$ cat src/rtl/life_automaton_grid_macros.svh
// ----------------------------------------------------------------------------
// Assertion macros for the life automaton grid
// Wrap concurrent checks on clk_i with rst_ni as the disable condition.
// ----------------------------------------------------------------------------
`ifndef LIFE_AUTOMATON_GRID_MACROS_SVH
`define LIFE_AUTOMATON_GRID_MACROS_SVH

// Same-cycle implication
`define LAG_ASSERT_IMP(lbl, cond, prop, msg) \
  lbl: assert property (@(posedge clk_i) disable iff (!rst_ni) (cond) |-> (prop)) \
    else $error(msg);

// Next-cycle implication
`define LAG_ASSERT_NXT(lbl, cond, prop, msg) \
  lbl: assert property (@(posedge clk_i) disable iff (!rst_ni) (cond) |=> (prop)) \
    else $error(msg);

`endif

$ cat src/rtl/lag_pkg.sv
// ----------------------------------------------------------------------------
// lag_pkg
// Shared sizes, codes, command struct and the B3/S23 row update function.
// ----------------------------------------------------------------------------
package lag_pkg;

  localparam int MaxRows   = 64;
  localparam int MaxCols   = 64;
  localparam int CfgW      = 7;
  localparam int CfgIdxW   = 1;
  localparam int OpW       = 2;
  localparam int FieldRowW = 6;
  localparam int FieldColW = 6;

  localparam int RowW   = (MaxRows > 1) ? $clog2(MaxRows) : 1;
  localparam int Depth  = 2 ** RowW;
  localparam int CntW   = $clog2(MaxRows + 3);
  localparam int NcW    = $clog2(MaxCols + 1);
  localparam int WideW0 = (CfgW > CntW) ? CfgW : CntW;
  localparam int WideW  = (WideW0 > NcW) ? WideW0 : NcW;

  localparam logic [CfgW-1:0] RegReset = 7'd64;

  localparam logic [3:0] BirthCount = 4'd3;
  localparam logic [3:0] KeepCount  = 4'd2;

  typedef enum logic [OpW-1:0] {
    OP_WRITE   = 2'd0,
    OP_READ    = 2'd1,
    OP_ADVANCE = 2'd2
  } op_e;

  localparam logic [CfgIdxW-1:0] CFG_ROWS = 1'b0;
  localparam logic [CfgIdxW-1:0] CFG_COLS = 1'b1;

  typedef logic [MaxCols-1:0] row_word_t;

  typedef struct packed {
    logic            cap;
    logic            win_clr;
    logic            req_rd;
    logic            adv_rd;
    logic [RowW-1:0] rd_addr;
    logic            cell_wr;
    logic            shift;
    logic            blank;
    logic            adv_wr;
    logic [RowW-1:0] wr_addr;
    logic            res_cap;
    logic            out_load;
  } lag_cmd_t;

  typedef struct packed {
    logic [CntW-1:0] nr;
  } lag_stat_t;

  // New row from three old rows; columns outside the mask keep their bits
  function automatic row_word_t lag_next_row(row_word_t p, row_word_t c, row_word_t n,
                                             row_word_t m);
    logic [MaxCols+1:0] pp;
    logic [MaxCols+1:0] cp;
    logic [MaxCols+1:0] np;
    row_word_t          nw;
    logic [3:0]         cnt;
    pp = {1'b0, p & m, 1'b0};
    cp = {1'b0, c & m, 1'b0};
    np = {1'b0, n & m, 1'b0};
    nw = '0;
    for (int i = 0; i < MaxCols; i++) begin
      cnt = 4'(pp[i]) + 4'(pp[i+1]) + 4'(pp[i+2]) +
            4'(cp[i]) + 4'(cp[i+2]) +
            4'(np[i]) + 4'(np[i+1]) + 4'(np[i+2]);
      nw[i] = (cnt == BirthCount) || (cp[i+1] && (cnt == KeepCount));
    end
    return (nw & m) | (c & ~m);
  endfunction

endpackage

$ cat src/rtl/lag_ctrl.sv
// ----------------------------------------------------------------------------
// lag_ctrl
// Sequencer for cell write, cell read and generation sweep, plus the output
// valid flag.
// ----------------------------------------------------------------------------
module lag_ctrl import lag_pkg::*; (
  input  logic           clk_i,
  input  logic           rst_ni,
  input  logic           in_valid_i,
  output logic           in_ready_o,
  input  logic [OpW-1:0] op_i,
  output logic           out_valid_o,
  input  logic           out_ready_i,
  input  lag_stat_t      stat_i,
  output lag_cmd_t       cmd_o
);

  `include "life_automaton_grid_macros.svh"

  typedef enum logic [2:0] {
    ST_IDLE,
    ST_WR_RD,
    ST_WR_UPD,
    ST_RD_RD,
    ST_RD_DATA,
    ST_ADV,
    ST_DONE
  } state_e;

  state_e          state_q;
  logic [CntW-1:0] cnt_q;
  logic            out_valid_q;
  logic            accept;
  logic [CntW-1:0] nr_p1, nr_p2;
  lag_cmd_t        cmd;

  assign accept      = in_valid_i && (state_q == ST_IDLE);
  assign in_ready_o  = (state_q == ST_IDLE);
  assign out_valid_o = out_valid_q;
  assign nr_p1       = stat_i.nr + CntW'(1);
  assign nr_p2       = stat_i.nr + CntW'(2);
  assign cmd_o       = cmd;

  always_comb begin
    cmd         = '0;
    cmd.cap     = accept;
    cmd.win_clr = accept && (op_i == OP_ADVANCE);
    unique case (state_q)
      ST_WR_RD:   cmd.req_rd  = 1'b1;
      ST_WR_UPD:  cmd.cell_wr = 1'b1;
      ST_RD_RD:   cmd.req_rd  = 1'b1;
      ST_RD_DATA: cmd.res_cap = 1'b1;
      ST_ADV: begin
        // Read row cnt, shift in row cnt-1, write row cnt-3
        cmd.adv_rd  = (cnt_q < stat_i.nr);
        cmd.rd_addr = RowW'(cnt_q);
        cmd.shift   = (cnt_q != '0) && (cnt_q <= nr_p1);
        cmd.blank   = (cnt_q > stat_i.nr);
        cmd.adv_wr  = (cnt_q >= CntW'(3));
        cmd.wr_addr = RowW'(cnt_q - CntW'(3));
      end
      ST_DONE:    cmd.out_load = !out_valid_q || out_ready_i;
      default:    cmd.cap = accept;
    endcase
  end

  always_ff @(posedge clk_i or negedge rst_ni) begin
    if (!rst_ni) begin
      state_q     <= ST_IDLE;
      cnt_q       <= '0;
      out_valid_q <= 1'b0;
    end else begin
      if (cmd.out_load) begin
        out_valid_q <= 1'b1;
      end else if (out_ready_i) begin
        out_valid_q <= 1'b0;
      end
      unique case (state_q)
        ST_IDLE: begin
          if (in_valid_i) begin
            unique case (op_i)
              OP_WRITE:   state_q <= ST_WR_RD;
              OP_READ:    state_q <= ST_RD_RD;
              OP_ADVANCE: begin
                state_q <= ST_ADV;
                cnt_q   <= '0;
              end
              default:    state_q <= ST_DONE;
            endcase
          end
        end
        ST_WR_RD:   state_q <= ST_WR_UPD;
        ST_WR_UPD:  state_q <= ST_DONE;
        ST_RD_RD:   state_q <= ST_RD_DATA;
        ST_RD_DATA: state_q <= ST_DONE;
        ST_ADV: begin
          if (cnt_q == nr_p2) begin
            state_q <= ST_DONE;
          end else begin
            cnt_q <= cnt_q + CntW'(1);
          end
        end
        ST_DONE: begin
          if (cmd.out_load) begin
            state_q <= ST_IDLE;
          end
        end
        default: state_q <= ST_IDLE;
      endcase
    end
  end

  `LAG_ASSERT_IMP(a_sweep_no_hazard, cmd.adv_rd && cmd.adv_wr, cmd.wr_addr < cmd.rd_addr, "sweep writes a row not yet read")
  `LAG_ASSERT_IMP(a_sweep_bound, state_q == ST_ADV, cnt_q <= nr_p2, "sweep counter overran")
  `LAG_ASSERT_NXT(a_sweep_end, state_q == ST_ADV && cnt_q == nr_p2, state_q == ST_DONE, "sweep did not finish")
  `LAG_ASSERT_NXT(a_adv_start, accept && op_i == OP_ADVANCE, state_q == ST_ADV && cnt_q == '0, "advance did not start at row zero")

endmodule

$ cat config.mk
export PLATFORM = sky130hd
export DESIGN_NAME = lag_ctrl
export DESIGN_NICKNAME = d
export VERILOG_FILES = /design/src/rtl/lag_pkg.sv /design/src/rtl/lag_ctrl.sv
export VERILOG_INCLUDE_DIRS = /design/src /design/src/rtl
export SDC_FILE = /design/constraint.sdc
export NUM_CORES = 1
export LEC_CHECK = 0
export ABC_CLOCK_PERIOD_IN_PS = 4700
export BUFFER_PORTS_ARGS = -buffer_cell sky130_fd_sc_hd__buf_2
export CAP_MARGIN = 40
export CORE_MARGIN = 4
export CORE_UTILIZATION = 55
export CTS_CLUSTER_SIZE = 24
export DETAILED_ROUTE_END_ITERATION = 8
export PLACE_DENSITY = 0.9
export SYNTH_ARGS = -nofsm -noshare
export SYNTH_HDL_FRONTEND = slang
export SYNTH_SLANG_ARGS = --single-unit
export TNS_END_PERCENT = 50
$ cat constraint.sdc
create_clock -name clk_i -period 4.7 [get_ports clk_i]
set_clock_uncertainty 0.2 [all_clocks]
set_input_delay 0 -clock clk_i [delete_from_list [all_inputs] [get_ports clk_i]]
set_output_delay 0 -clock clk_i [all_outputs]
set_load 0.01 [all_outputs]
* Word level (Yosys, flattened, before mapping)
Cells that the tools add are included.
** Operators by class
- Add/sub/neg operators :: 4
- Order comparisons :: 4
- Equality and inequality tests :: 14
- Muxes and demuxes :: 17
- Reduce and logical (&&, ||, !) cells :: 14
** Operators by type and width (count)
- $mux W7 :: 4
- $pmux W3 S6 :: 1
- $add A7 B1 Y7 const B :: 2
- $pmux W7 S2 :: 1
- $eq A3 B3 Y1 const B :: 3
- $mux W3 :: 3
- $mux W9 :: 1
- $pmux W3 S3 :: 1
- $ne A2 B2 Y1 const B :: 4
- $add A7 B2 Y7 const B :: 1
- $eq A7 B7 Y1 :: 1
- $ge A7 B2 Y1 const B :: 1
- $gt A7 B7 Y1 :: 1
- $le A7 B7 Y1 :: 1
- $lt A7 B7 Y1 :: 1
- $reduce_bool A7 Y1 :: 1
- $eq A3 B2 Y1 const B :: 2
- $mux W1 :: 6
- $sub A6 B2 Y6 const B :: 1
- $reduce_and A4 Y1 :: 1
- $reduce_bool A2 Y1 :: 2
- $reduce_or A2 Y1 :: 2
- $eq A3 B1 Y1 const B :: 1
- $logic_and A1 B1 Y1 :: 3
- 8 further kinds :: 8
** Storage, ports and cells
- Register bits :: 11
- Input port bits :: 13
- Output and inout port bits :: 24

* Logic depth before layout (Yosys ltp)
- Depth in word-level cells :: 5
- Depth in mapped cells :: 9
- Depth with buffers taken out :: 9

* Worst setup path after synthesis
Ideal clock, no wire load.
- Kind :: register to register
- Start point :: register state_q[2]
- End point :: register cnt_q[3]
- Library setup time :: 82 ps
- Data arrival time :: 1921 ps
- Path slack :: 2497 ps
- Cell stages (with the launch flop) :: 8
- Period minus slack after synthesis :: 2203 ps
- Cells stage by stage :: dfrtp_1 -> buf_6 -> or3_4 -> or3_4 -> o21ai_2 -> a211oi_2 -> or4_4 -> o211ai_2
** On the way
- Cells in the longest elaborated chain, start to end :: 3
- Elaborated cells between the ends (all ways) :: 8
- Those cells by class :: 4 x eq/ne; 1 x mux; 3 x reduce/logical
** Ends and longest elaborated chain
- start, declared :: line lag_ctrl.sv:30 : state_e state_q;
- start signal, assigned :: line lag_ctrl.sv:69 : state_q <= ST_IDLE;
- start signal, assigned :: line lag_ctrl.sv:82 : OP_WRITE: state_q <= ST_WR_RD;
- start signal, assigned :: line lag_ctrl.sv:83 : OP_READ: state_q <= ST_RD_RD;
- $eq A3 B3 Y1 / $logic_not A3 Y1 (equally long branches) :: line lag_ctrl.sv:78 : unique case (state_q)
- $ne A2 B2 Y1 (no source line), or another cell as far along
- $reduce_and A4 Y1 (no source line)
- end signal, assigned :: line lag_ctrl.sv:100 : cnt_q <= cnt_q + CntW'(1);
- end, declared :: line lag_ctrl.sv:31 : logic [CntW-1:0] cnt_q;
Several ways; a longest one is shown, not always the timed one.
A chain may end at the register's enable or synchronous reset.

* Final worst setup path
- Start point :: register cnt_q[0]
- End point :: register state_q[0]
** On the way
- Cells in the longest elaborated chain, start to end :: 3
** Ends and longest elaborated chain
- $eq A7 B7 Y1 :: line lag_ctrl.sv:97 : if (cnt_q == nr_p2) begin
- $ne A2 B2 Y1 (no source line)
- $reduce_and A3 Y1 (no source line)
- end signal, assigned :: line lag_ctrl.sv:95 : ST_RD_DATA: state_q <= ST_DONE;
- end signal, assigned :: line lag_ctrl.sv:98 : state_q <= ST_DONE;
- end signal, assigned :: line lag_ctrl.sv:105 : state_q <= ST_IDLE;
No other way between the ends.

==> flow_summary.ini <==
[routing]
drt-initial-drc-count = 63
drtAntennaViolNets = 0
via_per_inst = 5.83
vias = 1527
drtPass1Iterations = 4
drt-total-wl_mm = 3.88
post-route-drc-count = 0
drt-wirelength-per-cell_um = 14.8

[global_routing]
grt_max_degree = 15
grt_antenna_before_repair = 0
grt-busiest-layer = met2
grt_pass1_wl_mm = 6.46
use_met3_pct = 5.62
use_met2_pct = 41.0
met1_usage_pct = 29.1
grt_pass1_vias = 1443
track_usage_pct = 23.6
grt_overflow = 0

[cts]
postCtsSetupRepairBufs = 0
root_buffer = clkbuf_4
cts_max_level = 1
clock_latency_ns = 0.28
cts-buffers-inserted = 3
cts_tree = yes
clock_sinks = 11
clk_pin_slew_ns = 0.08
clockBufferDepth = 2

[finish]
fin_area_um2 = 1760
fillers = 208
drive_above_1_share_pct = 22.4
area_growth_pct = 19.7
antenna_cells = 0
fin_cells = 262
postLayoutCoreUtil_pct = 70.3
fin_nets = 264

[floorplan]
die_area_um2 = 3560
core-area_um2 = 2500
die_w_um = 59.7
num_rows = 18
ios = 37
start_util_pct = 58.7
die_h_um = 59.7

[logic_synthesis]
synth_area_per_cell_um2 = 7.68
ys_ff_latch = 11
syn_nets = 222
yosysSeqAreaShare_pct = 18.8
syn-cell-area_um2 = 1470
netlist-cell-type-count = 49
synth_edf_count = 0
ys_async_sr_fraction_pct = 100
synth_warnings = 0
ys.flop_type = dfrtp_1
synthCells = 191

[sta]
hold_slack_ns = 0.254
drv_slew = 0
relSlewSlack_pct = 62.6
finalSetupViolCount = 0
fin_crit_ns = 2.74
hold_viol_final = 0
layout_worst_path_cycle_share_pct = 58.2
tns_ns = 0
tightest_slew_ns = 0.559
max_freq_mhz = 365
rsz0062_at_grt = no

[critical_path]
cp-start-kind = flop
worst_ep_arrival_time_ns = 2.69
cp-end-kind = flop
critPathMaxFanout = 6
critPathRequiredTime_ns = 4.66
critical_path_class = flop to flop
reg2reg_slack_ns = 1.96

[place]
place_area_um2 = 1640
hpwl_mm = 2.91
dp_cells = 249
gp_congestion = 0.870
numPortBuffers = 36

[power]
power.density_nw_per_um2 = 421
leakage_nw = 0.876
ir_worst_vdd_mv = 0.443

[worst_hold_path]
hp-class = input pin to flop

[status]
status = finished clean

[run]
maxCapViolCount = 0
-- power by group --
group          internal, mW  total (mW)  switching [mW]
combinational         0.221       0.448           0.227
sequential            0.131       0.224          0.0925
clock                0.0330      0.0675          0.0346
-- placed cells by master, fill, tap and decap left out, drive strengths merged, types with 3 or more instances in the layout --
cell	instances
buf	36
nand2	19
ha	18
inv	16
nor2	15
dfrtp	11
xnor2	10
nor3	9
a21oi	9
nand3	9
dlygate4sd3	9
and2	6
nand2b	6
o21ai	6
o21a	4
o211ai	4
clkbuf	4
or3	4
nor2b	3
nand4	3
and3	3
-- kinds of logic after synthesis --
| logic type | share of synthesized area [%] |
|---|---|
| DFF | 18.8 |
| xor gates and xnor gates | 7.16 |
| buffers and inverters | 7.16 |
| muxes | 2.22 |
| and+or+nand+nor | 33.3 |
| AOI/OAI and AO/OA | 16.0 |
| adders and majority gates | 15.3 |
-- through the flow --
| step | setup slack (ns) | total power [mW] |
|---|---|---|
| 3_3_place_gp | 2.34 | 0.625 |
| 3_5_place_dp | 2.27 | 0.640 |
| 2_1_floorplan | 2.50 | 0.537 |
| 5_1_grt | 1.84 | 0.810 |
| 4_1_cts | 1.99 | 0.730 |
| 6_report | 1.96 | 0.739 |
-- worst max-delay path, stage by stage, from the launching register on --
cell and delay [ns]:
dfrtp_1 0.41, inv_1 0.15, ha_1 0.28, nor3_1 0.30, o2111ai_2 0.19, nand3_1 0.22, and2_1 0.21, a21oi_1 0.09
dlygate4sd3_1 0.56
-- sequential cells by signal, summed over array words and instances, names as in the netlist --
name         count
state_q          3
out_valid_o      1
cnt_q            7
-- routing by layer --
| layer | share of wire, % | vias to the layer above |
|---|---|---|
| li1 | - | 752 |
| met1 | 42 | 714 |
| met2 | 50 | 59 |
| met3 | 7.6 | 2 |
| met4 | 0.10 | 0 |
| met5 | 0 | - |
-- Yosys cell counts (3+ instances only) --
master,n,share of area (%)
and3_1,3,1.3
dfrtp_1,11,19
o211ai_1,3,1.5
nor2b_1,3,1.3
nand2b_1,6,2.6
ha_1,18,15
nor3_1,9,3.1
and2_1,6,2.6
nand4_1,3,1.3
nand2_1,19,4.9
o21a_1,4,2.0
xnor2_1,10,6.0
nor2_1,15,3.8
a21oi_1,9,3.1
nand3_1,9,3.1
o21ai_0,5,1.7
inv_1,16,4.1
clkbuf_1,3,0.77
-- final timing paths --
check / cells after the start / start / end
max in group asynchronous: 3 / rst_ni / cnt_q[4]$_DFFE_PN0P_
max: 8 / cnt_q[0]$_DFFE_PN0P_ / state_q[0]$_DFFE_PN0P_
min in group asynchronous: 3 / rst_ni / cnt_q[5]$_DFFE_PN0P_
min: 5 / stat_i[4] / cnt_q[2]$_DFFE_PN0P_
max reg2reg: 8 / cnt_q[0]$_DFFE_PN0P_ / state_q[0]$_DFFE_PN0P_
min reg2reg: 1 / cnt_q[0]$_DFFE_PN0P_ / cnt_q[0]$_DFFE_PN0P_
-- layout make-up --
cell class / count / area [µm²] / area share, %
Clock buffer: 4 / 26.3 / 1.50
Inverter: 16 / 60.1 / 3.42
Multi-Input combinational cell: 156 / 1090 / 61.9
Sequential cell: 11 / 275 / 15.7
Tap cell: 30 / 37.5 / 2.14
Timing Repair Buffer: 45 / 270 / 15.4
-- timing repair --
item	CTS	global route
resized for setup	0	0
hold buffers	9	0
hold endpoints to repair	17	0
(Power assumes the default switching activity.)
